## src/rtl/pmbp_pkg.sv

```systemverilog
// Package of shared types and constants for the palette match bitplane packer.
`timescale 1ns / 1ps

package pmbp_pkg;

    // Fixed field widths
    localparam int unsigned RGB_W      = 24;
    localparam int unsigned CHAN_W     = 8;
    localparam int unsigned ENTRY_W    = 5;
    localparam int unsigned PLANE_W    = 3;
    localparam int unsigned WORD_BITS  = 16;
    localparam int unsigned POS_W      = 4;
    localparam int unsigned COUNT_W    = 6;
    localparam int unsigned CFG_IDX_W  = 2;
    // Colour index as seen by the plane select: one bit per plane code
    localparam int unsigned PLANE_SEL_W = 8;

    typedef logic [RGB_W-1:0]     t_rgb;
    typedef logic [WORD_BITS-1:0] t_word;
    typedef logic [POS_W-1:0]     t_pos;
    typedef logic [COUNT_W-1:0]   t_count;
    typedef logic [CFG_IDX_W-1:0] t_cfg_idx;

    // Configuration register indexes
    localparam t_cfg_idx CFG_PALETTE_COUNT = 2'd0;
    localparam t_cfg_idx CFG_MASK_COLOR    = 2'd1;
    localparam t_cfg_idx CFG_MASK_ENABLE   = 2'd2;

    // Item operation codes
    localparam logic OP_PALETTE_WRITE = 1'b0;
    localparam logic OP_PIXEL         = 1'b1;

    // Last position of a sixteen pixel group
    localparam t_pos POS_LAST = 4'hF;

    // Reset value of the palette count register
    localparam t_count PALETTE_COUNT_RESET = 6'd32;

endpackage

```

## src/rtl/palette_match_bitplane_packer_unit.sv

```systemverilog
// Top level of the palette match bitplane packer: palette search and plane packing.
`timescale 1ns / 1ps

// Usage
// Input channel (i_in_valid / o_in_stall) carries one item per transfer: with
// i_op low it loads palette entry i_entry_index with i_red/i_green/i_blue,
// with i_op high it is a pixel whose colour index bit i_plane is packed.
// Every pixel is compared against all palette entries below palette_count in
// parallel; the highest matching entry wins, an unmatched mask colour packs
// index 0, any other unmatched pixel packs 0 and flags a colour error.
// After every sixteenth pixel one result (o_plane_word, o_mask_word,
// o_color_error) is offered on the output channel (o_out_valid / i_out_stall).
// Configuration writes (i_cfg_valid / o_cfg_ready, always ready) set the
// palette count, mask colour and mask enable; write them only while idle.
// An item is matched and packed while it sits in the input register; a
// result is loaded into the result register as its last pixel leaves the
// input register. One item is taken every cycle, bounded only by the compare
// array; the input stalls only when a group-closing pixel waits behind an
// unread result on a stalled output.
// Reset clears the group state, the pending items and the configuration;
// palette contents are kept undefined until written.

module palette_match_bitplane_packer_unit #(
    parameter int unsigned PALETTE_DEPTH = 32
) (
    input  logic                      i_clk,
    input  logic                      i_rst_n,
    // item channel
    input  logic                      i_in_valid,
    output logic                      o_in_stall,
    input  logic                      i_op,
    input  logic [7:0]                i_red,
    input  logic [7:0]                i_green,
    input  logic [7:0]                i_blue,
    input  logic [4:0]                i_entry_index,
    input  logic [2:0]                i_plane,
    // result channel
    output logic                      o_out_valid,
    input  logic                      i_out_stall,
    output logic [15:0]               o_plane_word,
    output logic [15:0]               o_mask_word,
    output logic                      o_color_error,
    // configuration channel
    input  logic                      i_cfg_valid,
    output logic                      o_cfg_ready,
    input  pmbp_pkg::t_cfg_idx        i_cfg_index,
    input  pmbp_pkg::t_rgb            i_cfg_data
);

    import pmbp_pkg::*;

    localparam int unsigned IDX_W = (PALETTE_DEPTH > 1) ? $clog2(PALETTE_DEPTH) : 1;

    // Configuration registers
    t_count           r_pal_count;
    t_rgb             r_mask_color;
    logic             r_mask_en;

    // Input register
    logic             r_s1_vld, n_s1_vld;
    logic             r_op;
    t_rgb             r_rgb;
    logic [4:0]       r_entry;
    logic [2:0]       r_plane;

    // Palette entries, one comparator each
    t_rgb             r_pal [PALETTE_DEPTH];

    // Group state
    t_word            r_plane_shift, n_plane_shift;
    t_word            r_mask_shift,  n_mask_shift;
    t_pos             r_pos;
    logic             r_err, n_err;

    // Result register
    logic             r_out_vld, n_out_vld;
    t_word            r_out_plane;
    t_word            r_out_mask;
    logic             r_out_err;

    // Datapath
    logic [PALETTE_DEPTH-1:0] match;
    logic                     found;
    logic [IDX_W-1:0]         idx;
    logic [PLANE_SEL_W-1:0]   idx_ext;
    logic                     is_mask;
    logic                     emits;
    logic                     adv;
    logic                     in_xfer;

    // Take configuration writes at any time
    assign o_cfg_ready = 1'b1;

    always_ff @(posedge i_clk) begin
        if (!i_rst_n) begin
            r_pal_count  <= PALETTE_COUNT_RESET;
            r_mask_color <= '0;
            r_mask_en    <= 1'b0;
        end else if (i_cfg_valid && o_cfg_ready) begin
            case (i_cfg_index)
                CFG_PALETTE_COUNT: r_pal_count  <= i_cfg_data[COUNT_W-1:0];
                CFG_MASK_COLOR:    r_mask_color <= i_cfg_data;
                CFG_MASK_ENABLE:   r_mask_en    <= i_cfg_data[0];
                default:           ;
            endcase
        end
    end

    // Advance the input stage unless a group result would overrun a held result
    assign emits      = (r_op == OP_PIXEL) && (r_pos == POS_LAST);
    assign adv        = r_s1_vld && (!emits || !r_out_vld || !i_out_stall);
    assign o_in_stall = r_s1_vld && !adv;
    assign in_xfer    = i_in_valid && !o_in_stall;
    assign n_s1_vld   = in_xfer || (r_s1_vld && !adv);

    always_ff @(posedge i_clk) begin
        if (!i_rst_n) begin
            r_s1_vld <= 1'b0;
        end else begin
            r_s1_vld <= n_s1_vld;
        end
    end

    // Hold the accepted item
    always_ff @(posedge i_clk) begin
        if (in_xfer) begin
            r_op    <= i_op;
            r_rgb   <= {i_red, i_green, i_blue};
            r_entry <= i_entry_index;
            r_plane <= i_plane;
        end
    end

    // Load palette entries; indexes past the depth decode to nothing
    always_ff @(posedge i_clk) begin
        for (int i = 0; i < PALETTE_DEPTH; i++) begin
            if (adv && (r_op == OP_PALETTE_WRITE) && (int'(r_entry) == i)) begin
                r_pal[i] <= r_rgb;
            end
        end
    end

    // Compare against every searched entry and keep the highest hit
    always_comb begin
        match = '0;
        for (int i = 0; i < PALETTE_DEPTH; i++) begin
            match[i] = (r_pal[i] == r_rgb) && (i < int'(r_pal_count));
        end
    end

    always_comb begin
        idx = '0;
        for (int i = 0; i < PALETTE_DEPTH; i++) begin
            if (match[i]) begin
                idx = IDX_W'(i);
            end
        end
    end

    assign found   = |match;
    assign idx_ext = PLANE_SEL_W'(idx);
    assign is_mask = r_mask_en && (r_rgb == r_mask_color);

    // Shift the plane and mask bits of this pixel into the group words
    assign n_plane_shift = {r_plane_shift[WORD_BITS-2:0], found & idx_ext[r_plane]};
    assign n_mask_shift  = {r_mask_shift[WORD_BITS-2:0], ~is_mask};
    assign n_err         = r_err | (~found & ~is_mask);

    always_ff @(posedge i_clk) begin
        if (!i_rst_n) begin
            r_plane_shift <= '0;
            r_mask_shift  <= '0;
            r_pos         <= '0;
            r_err         <= 1'b0;
        end else if (adv && (r_op == OP_PIXEL)) begin
            r_plane_shift <= n_plane_shift;
            r_mask_shift  <= n_mask_shift;
            r_pos         <= r_pos + 1'b1;
            r_err         <= emits ? 1'b0 : n_err;
        end
    end

    // Result register: load on group close, drop once transferred
    always_comb begin
        if (adv && emits) begin
            n_out_vld = 1'b1;
        end else if (!i_out_stall) begin
            n_out_vld = 1'b0;
        end else begin
            n_out_vld = r_out_vld;
        end
    end

    always_ff @(posedge i_clk) begin
        if (!i_rst_n) begin
            r_out_vld <= 1'b0;
        end else begin
            r_out_vld <= n_out_vld;
        end
    end

    always_ff @(posedge i_clk) begin
        if (adv && emits) begin
            r_out_plane <= n_plane_shift;
            r_out_mask  <= n_mask_shift;
            r_out_err   <= n_err;
        end
    end

    assign o_out_valid   = r_out_vld;
    assign o_plane_word  = r_out_plane;
    assign o_mask_word   = r_out_mask;
    assign o_color_error = r_out_err;

`ifndef NO_ASSERTIONS
    // Input stalls only behind a held, stalled result
    a_stall_cause: assert property (@(posedge i_clk) disable iff (!i_rst_n)
        o_in_stall |-> (r_out_vld && i_out_stall && emits))
        else $error("input stall without a blocked result");

    // Closing a group restarts position and error and offers a result
    a_group_close: assert property (@(posedge i_clk) disable iff (!i_rst_n)
        (adv && emits) |=> (r_pos == '0) && !r_err && r_out_vld)
        else $error("group close did not restart the group");

    // Palette writes never create a result
    a_write_silent: assert property (@(posedge i_clk) disable iff (!i_rst_n)
        (adv && (r_op == OP_PALETTE_WRITE) && !r_out_vld) |=> !r_out_vld)
        else $error("palette write produced a result");

    // Each pixel moves the group position on by one
    a_pos_step: assert property (@(posedge i_clk) disable iff (!i_rst_n)
        (adv && (r_op == OP_PIXEL)) |=> (r_pos == POS_W'($past(r_pos) + 1'b1)))
        else $error("group position did not advance");
`endif

endmodule
```

## config.mk

```make
export PLATFORM = sky130hd
export DESIGN_NAME = palette_match_bitplane_packer_unit
export DESIGN_NICKNAME = d
export VERILOG_FILES = /design/src/rtl/pmbp_pkg.sv /design/src/rtl/palette_match_bitplane_packer_unit.sv
export SDC_FILE = /design/constraint.sdc
export NUM_CORES = 1
export LEC_CHECK = 0
export BUFFER_PORTS_ARGS = -buffer_cell sky130_fd_sc_hd__buf_4
export CAP_MARGIN = 40
export CORE_MARGIN = 10
export CORE_UTILIZATION = 63
export DETAILED_ROUTE_END_ITERATION = 8
export HOLD_SLACK_MARGIN = 0.1
export PLACE_DENSITY = 0.8
export SYNTH_ARGS = -nofsm -noshare
export SYNTH_HDL_FRONTEND = slang
export SYNTH_SLANG_ARGS = --single-unit
```

## constraint.sdc

```tcl
create_clock -name i_clk -period 3.6 [get_ports i_clk]
set_clock_uncertainty 0.1 [all_clocks]
set_input_delay 0.18 -clock i_clk [delete_from_list [all_inputs] [get_ports i_clk]]
set_output_delay 0.18 -clock i_clk [all_outputs]
set_load 0.005 [all_outputs]
```

==> results of run 1 <==
==> power groups by stage <==
stage	registers [mW]	clock network, mW	logic [mW]
after floorplan	12.0	0	1.19
after global placement	11.9	0	2.14
after detailed placement	11.9	0	2.20
after CTS	11.7	9.87	2.29
after global routing	11.7	10.3	2.46
final	11.7	9.83	2.36
==> final timing paths <==
check                        start               to  slack [ns]  cells after the start
setup / recovery         r_rgb[10]  o_plane_word[0]        0.06                     10
hold / removal                i_op             r_op        0.15                      2
setup reg to reg         r_rgb[10]  o_plane_word[0]        0.06                     10
hold reg to reg   r_mask_shift[14]  o_mask_word[15]        0.34                      0
==> worst max-delay path: cells and delay by family, from the launching register on <==
family / cells / cell delay (ns)
and+or+nand+nor: 6 / 1.90
DFF: 1 / 0.44
buffers and inverters: 2 / 0.43
xor gates and xnor gates: 1 / 0.21
AOI/OAI and AO/OA: 1 / 0.29
==> kinds of logic after synthesis <==
kind of cell	count (synthesis)	synth area share, %
other	1	0.009419
AND/OR/NAND/NOR	852	11.85
flip-flops	902	66.33
adder cells (fa/ha/maj)	1	0.03142
buffers and inverters	136	2.128
multiplexers	7	0.1760
AO/OA/AOI/OAI	121	1.971
XOR/XNOR	796	17.51
==> sequential cells by signal, summed over array words and instances, names as in the netlist <==
register and cells:
o_out_valid 1, r_pal_count 6, o_color_error 1, r_plane 3, r_mask_shift 15, o_plane_word 16
o_mask_word 16, r_err 1, r_entry 5, r_mask_color 24, r_pal 768, r_s1_vld 1
r_rgb 24, r_plane_shift 15, r_pos 4, r_op 1, r_mask_en 1
==> area by class of cell <==
cell class,instances,area (um^2)
Clock buffer,103,2332
Clock inverter,65,754.5
Fill cell,3756,15690
Inverter,7,26.28
Multi-Input combinational cell,1778,12810
Sequential cell,902,26410
Tap cell,846,1059
Timing Repair Buffer,398,3772
==> cell usage after synthesis, types with 8 or more instances <==
cell and number:
buf_4 17, nand4b_1 15, nand3b_1 9, or3b_2 8, edfxtp_1 834, clkbuf_1 23, a21oi_1 63, nor4b_1 15
or4_1 23, nor4_1 213, nand2_1 188, nor2_1 119, dfxtp_1 68, xnor2_1 235, a211oi_1 9, or3_1 10
nor3_1 41, nand3_1 41, buf_6 26, nand4_1 112, buf_2 62, xor2_1 561
==> per-layer routing <==
metal,vias up,track usage (%)
li1,11150,-
met1,13030,39.54
met2,1618,47.32
met3,314,6.119
met4,0,13.51
met5,-,0
==> stage by stage <==
| step | cells | util (%) | instance area, um^2 | total power, mW | TNS, ns |
|---|---|---|---|---|---|
| 6_report | 4099 | 75.03 | 47160 | 23.86 | 0 |
| 5_1_grt | 4099 | 75.03 | 47160 | 24.43 | -0.06484 |
| 4_1_cts | 4095 | 74.79 | 47010 | 23.83 | 0 |
| 3_5_place_dp | 3859 | 68.73 | 43190 | 14.10 | -0.6852 |
| 3_3_place_gp | 3855 | 68.66 | 43150 | 14.03 | -0.6332 |
| 2_1_floorplan | 2816 | - | 39810 | 13.15 | 0 |
==> timing repair <==
item | CTS | global route
pin swaps | 0 | 5
endpoints found under the hold margin | 105 | 0
hold buffers | 68 | 0
gates resized for setup | 8 | 20
buffers inserted | 0 | 2
setup endpoints to repair | 3 | 2
==> run summary, run 1 <==
Total of max-cap violations: 0
Post-Syn Nets: 2881
Die Wd: 271.4 um
Diodes inserted: 0
Internal power: 18.20 mW
Worst min-delay path class: in -> reg
CTS H-tree lvls: 3
Clk_lat worst skew: 0.66 ns
Post-DRT Antenna Nets: 0
Netlist Area Pre-Place: 39810 um^2
Gr usage total: 29.86%
CP Capture Type: register
Detail Route met2 WL: 52830 um
PnR worst setup slack: 0.05986 ns
Primary FF master, synth: edfxtp_1
Die H: 271.4 um
Comb pwr share: 9.9%
Pleak: 15.80 nW
1st-iter DRT viols: 3305
Root buffer cell: clkbuf_16
Largest area contributor in the netlist: edfxtp_1
Worst-margin pin slew: 0.9834 ns
Type of the worst setup path: reg -> reg
Core box area: 62850 um^2
Fin crit share: 98.34%
Worst Hold Slack: 0.1532 ns
Final Hold Viols: 0
Drt first pass iters: 6
Post-synth EDFFs: 834
Routability congestion estimate from global placement: 0.9883
Area share of the largest cell type after synthesis: 62.91%
Met3 routed WL: 11060 um
NumNets Final: 3242
Sequential fraction of the synthesis area: 66.33%
Area delta synth->final: 18.45%
Commonest non-fill, non-tap cell in the layout: edfxtp_1
Synth Warn #: 0
Standard-cell rows: 92
Largest net degree at the start of global routing: 54
Status: completed
Worst-path fanout max: 16
Setup crit start kind: register
CP required: 3.98 ns
Cts bufs inserted: 90
# IOs: 100
Cells along the critical path: buf_12 > buf_4 > xor2_1 > or4_1 > nor4_1 > or4_1 > nor4bb_2 > o311a_1 > nor2_4 > nor3_1
#FFs+latches synth: 902
CTS sink cnt: 902
Clock buffer depth: 3
Avg WL per Cell: 27.45 um
Die area: 73650 um^2
VDD IR max: 507.2 uV
Final wirelength: 112500 um
Via count: 26120
Critical path data arrival time: 3.92 ns
Unique cell type count in the Yosys netlist: 74
Crit path top cell by count: or4_1
Pwr/cell area: 505.9 nW/um^2
Max Fclk: 282.5 MHz
Synth Area per Inst: 14.14 um^2
Post-synth ARST share: 0%
Mapped Cells: 2816
Net switching power: 5.657 mW
Max incr delay on CP: 0.57 ns
Routed metal-1 wirelength: 43400 um
Final min period: 3.540 ns
Area contributors post-synth: edfxtp_1 63%, xor2_1 12%, xnor2_1 5.2%
Aggregate global routing overflow: 0
TritonCTS clock tree: done
Initial antenna violation count: 0
Final HPWL DP: 72700 um
Slowest cell on the critical path: or4_1
First-pass GRT wire length: 166400 um
# DRC: 0
Power share of the sequential group: 48.9%
Max_slew headroom: 34.24%
Clock transition at path regs: 0.06 ns
Final setup fails: 0
Max-slew violation count: 0
DR vias/cell: 6.371
Switching part of the total power: 23.71%
Top Layer Used: met4
Pre-CTS setup slack: -0.4085 ns
Initial core utilization: 63.34%
Clk pwr share: 41.2%
Most frequent cells in the layout: 834 x edfxtp_1, 561 x xor2_1, 276 x buf_4
Number of global-route vias before repair: 26180
Share of cells above drive strength 1: 16.91%
# port buffers: 98
Note: power is estimated with default switching activity, not from simulation.
==> inputs of run 2 (changes only) <==
--- a/config.mk
+++ b/config.mk
@@ -5,13 +5,14 @@
 export SDC_FILE = /design/constraint.sdc
 export NUM_CORES = 1
 export LEC_CHECK = 0
+export ABC_AREA = 1
 export BUFFER_PORTS_ARGS = -buffer_cell sky130_fd_sc_hd__buf_4
 export CAP_MARGIN = 40
 export CORE_MARGIN = 10
-export CORE_UTILIZATION = 63
+export CORE_UTILIZATION = 62
 export DETAILED_ROUTE_END_ITERATION = 8
 export HOLD_SLACK_MARGIN = 0.1
-export PLACE_DENSITY = 0.8
+export PLACE_DENSITY = 0.79
 export SYNTH_ARGS = -nofsm -noshare
 export SYNTH_HDL_FRONTEND = slang
 export SYNTH_SLANG_ARGS = --single-unit
==> run summary, run 2 <==
Largest Register: r_pal (unchanged)
CP Capture Type: register (unchanged)
Area share of the largest cell type after synthesis: 65.37% (was 62.91%)
Number of global-route vias before repair: 26250 (was 26180)
CP required: 4.01 ns (was 3.98 ns)
Max incr delay on CP: 0.43 ns (was 0.57 ns)
Largest net degree at the start of global routing: 68 (was 54)
Largest area contributor in the netlist: edfxtp_1 (unchanged)
Netlist Area Pre-Place: 38310 um^2 (was 39810 um^2)
Placed Area: 42610 um^2 (was 43190 um^2)
Drt first pass iters: 6 (unchanged)
Initial antenna violation count: 3 (was 0)
Max_slew headroom: 50.12% (was 34.24%)
Worst Hold Path EP: r_rgb[10] (was r_op)
Final min period: 3.808 ns (was 3.540 ns)
Final Hold Viols: 0 (unchanged)
Hold wc startpoint: i_green[2] (was i_op)
Post-synth EDFFs: 834 (unchanged)
Final wirelength: 115800 um (was 112500 um)
Commonest non-fill, non-tap cell in the layout: edfxtp_1 (unchanged)
Max reg flops: 768 (unchanged)
Total of max-cap violations: 0 (unchanged)
Die H: 268.6 um (was 271.4 um)
Mapped Cells: 2926 (was 2816)
Fin crit share: 105.8% (was 98.34%)
Via count: 26900 (was 26120)
Pwr/cell area: 495.6 nW/um^2 (was 505.9 nW/um^2)
Critical path data arrival time: 4.22 ns (was 3.92 ns)
Max Fclk: 262.6 MHz (was 282.5 MHz)
Share of cells above drive strength 1: 23.12% (was 16.91%)
Setup crit start kind: register (unchanged)
Worst-margin pin slew: 0.7474 ns (was 0.9834 ns)
#FFs+latches synth: 902 (unchanged)
NumNets Final: 3523 (was 3242)
Worst min-delay path class: in -> reg (unchanged)
Reg-to-reg critical path startpoint: r_rgb[9] (was r_rgb[10])
Pleak: 16.68 nW (was 15.80 nW)
Final setup fails: 2 (was 0)
Failing checks: setup timing
Primary FF master, synth: edfxtp_1 (unchanged)
Core box area: 61480 um^2 (was 62850 um^2)
Post-synth ARST share: 0% (unchanged)
Area contributors post-synth: edfxtp_1 65%, xnor2_1 7.2%, nand2_1 4.0% (was edfxtp_1 63%, xor2_1 12%, xnor2_1 5.2%)
Clk_lat worst skew: 0.65 ns (was 0.66 ns)
# DRC: 0 (unchanged)
Synth Area per Inst: 13.09 um^2 (was 14.14 um^2)
1st-iter DRT viols: 3708 (was 3305)
Worst Reg-to-Reg Cells: 34 (was 10)
Largest regs: r_pal x768, r_mask_color x24, r_rgb x24 (unchanged)
Hold depth: 2 (unchanged)
Max-slew violation count: 0 (unchanged)
Sequential fraction of the synthesis area: 68.92% (was 66.33%)
Post-Syn Nets: 2991 (was 2881)
Post-DRT Antenna Nets: 0 (unchanged)
Synth Warn #: 0 (unchanged)
R2R Path End: o_plane_word[0] (unchanged)
Die Wd: 268.6 um (was 271.4 um)
Avg WL per Cell: 26.79 um (was 27.45 um)
Routability congestion estimate from global placement: 1.028 (was 0.9883)
Worst-path fanout max: 13 (was 16)
Most frequent cell after synthesis: edfxtp_1 (unchanged)
# IOs: 100 (unchanged)
Cts bufs inserted: 90 (unchanged)
Clock transition at path regs: 0.06 ns (about the same)
Most frequent cells in the layout: 834 x edfxtp_1, 428 x buf_4, 391 x nand2_1 (was 834 x edfxtp_1, 561 x xor2_1, 276 x buf_4)
First-pass GRT wire length: 169700 um (was 166400 um)
Final Cell Area: 46980 um^2 (was 47160 um^2)
Unique cell type count in the Yosys netlist: 56 (was 74)
RSZ-0062 raised after global routing: yes
Root buffer cell: clkbuf_16 (unchanged)
VDD IR max: 437.8 uV (was 507.2 uV)
TritonCTS clock tree: done (unchanged)
Status: complete, but fails checks (was completed)
Initial core utilization: 62.31% (was 63.34%)
Area delta synth->final: 22.62% (was 18.45%)
DR vias/cell: 6.227 (was 6.371)
Crit path top cell by count: nand2_1 (was or4_1)
Die area: 72140 um^2 (was 73650 um^2)
CTS sink cnt: 902 (unchanged)
Clock buffer depth: 3 (unchanged)
# port buffers: 98 (unchanged)
Gr usage total: 32.03% (was 29.86%)
Slowest cell on the critical path: edfxtp_1 (was or4_1)
Standard-cell rows: 91 (was 92)
Aggregate global routing overflow: 0 (unchanged)
Type of the worst setup path: reg -> reg (unchanged)
Pre-CTS setup slack: -0.2761 ns (was -0.4085 ns)
CTS H-tree lvls: 3 (unchanged)
Final HPWL DP: 76860 um (was 72700 um)
PnR worst setup slack: -0.2079 ns (was 0.05986 ns)
Reg-to-reg setup timing slack: -0.21 ns (was 0.06 ns)
Ranking of synthesized cells by instance count: 834 x edfxtp_1, 404 x nand2_1, 317 x xnor2_1 (was 834 x edfxtp_1, 561 x xor2_1, 235 x xnor2_1)
[run 2: timing repair]
action	4_1_cts	5_1_grt
resized for setup	41	58
buffers inserted	24	10
setup endpoints to repair	2	4
hold buffers	80	0
pin swaps	16	18
gates cloned	0	1
hold endpoints to repair	101	0
[run 2: worst max-delay path by stage]
stage	start	end	slack [ns]	cells after the start
2_1_floorplan	r_rgb[1]	o_plane_word[0]	0.13	14
5_1_grt	r_rgb[16]	o_plane_word[0]	-0.46	39
3_3_place_gp	r_rgb[15]	o_plane_word[0]	-0.44	41
3_5_place_dp	r_rgb[15]	o_plane_word[0]	-0.28	41
6_report	r_rgb[9]	o_plane_word[0]	-0.21	34
4_1_cts	r_rgb[15]	o_plane_word[0]	-0.08	41
[run 2: where the power goes]
| part | total, mW | switching, mW | internal (mW) |
|---|---|---|---|
| logic | 2.48 | 1.50 | 0.975 |
| clock network | 9.15 | 3.88 | 5.27 |
| registers | 11.7 | 0.0612 | 11.6 |
| total | 23.3 | 5.44 | 17.8 |
[run 2: cell type report]
cell class	instances	area, um^2
diodes	1	2.502
multi-input cells	1773	11150
repair buffers	571	5107
fillers	3713	14510
clock inverters	48	410.4
flip-flops and latches	902	26410
well taps	790	988.4
inverters	120	471.7
clock buffers	115	2440
[run 2: kinds of logic after synthesis]
kind of cell | Yosys count | share of synthesized area [%]
AO/OA/AOI/OAI | 360 | 6.104
buffers and inverters | 251 | 3.089
flip-flops | 902 | 68.92
adder cells (fa/ha/maj) | 1 | 0.03265
other | 1 | 0.009788
XOR/XNOR | 462 | 10.56
AND/OR/NAND/NOR | 949 | 11.28
[run 2: through the flow]
stage | setup TNS, ns | hold slack (ns) | cells | utilization [%] | total power [mW]
after global routing | -0.8006 | 0.1421 | 4319 | 76.40 | 23.88
after CTS | -0.1113 | 0.1280 | 4308 | 75.82 | 23.23
after floorplan | 0 | 0.1789 | 2926 | - | 12.96
after global placement | -0.7511 | 0.2581 | 4038 | 69.23 | 14.03
after detailed placement | -0.4250 | 0.2595 | 4041 | 69.30 | 14.09
final | -0.3996 | 0.1562 | 4320 | 76.41 | 23.28
[run 2: worst max-delay path, delay by kind of cell, from the launching register on]
kind                   cells  cell delay [ns]
AOI/OAI and AO/OA          2             0.40
buffers and inverters      5             0.67
and+or+nand+nor           27             2.07
DFF                        1             0.43
[run 2: per-layer routing]
metal	routed length, um	up-vias	track usage [%]
li1	-	11590	-
met1	44820	13270	44.32
met2	53010	1755	49.61
met3	13220	272	6.729
met4	4601	4	11.93
met5	105	-	0.9689
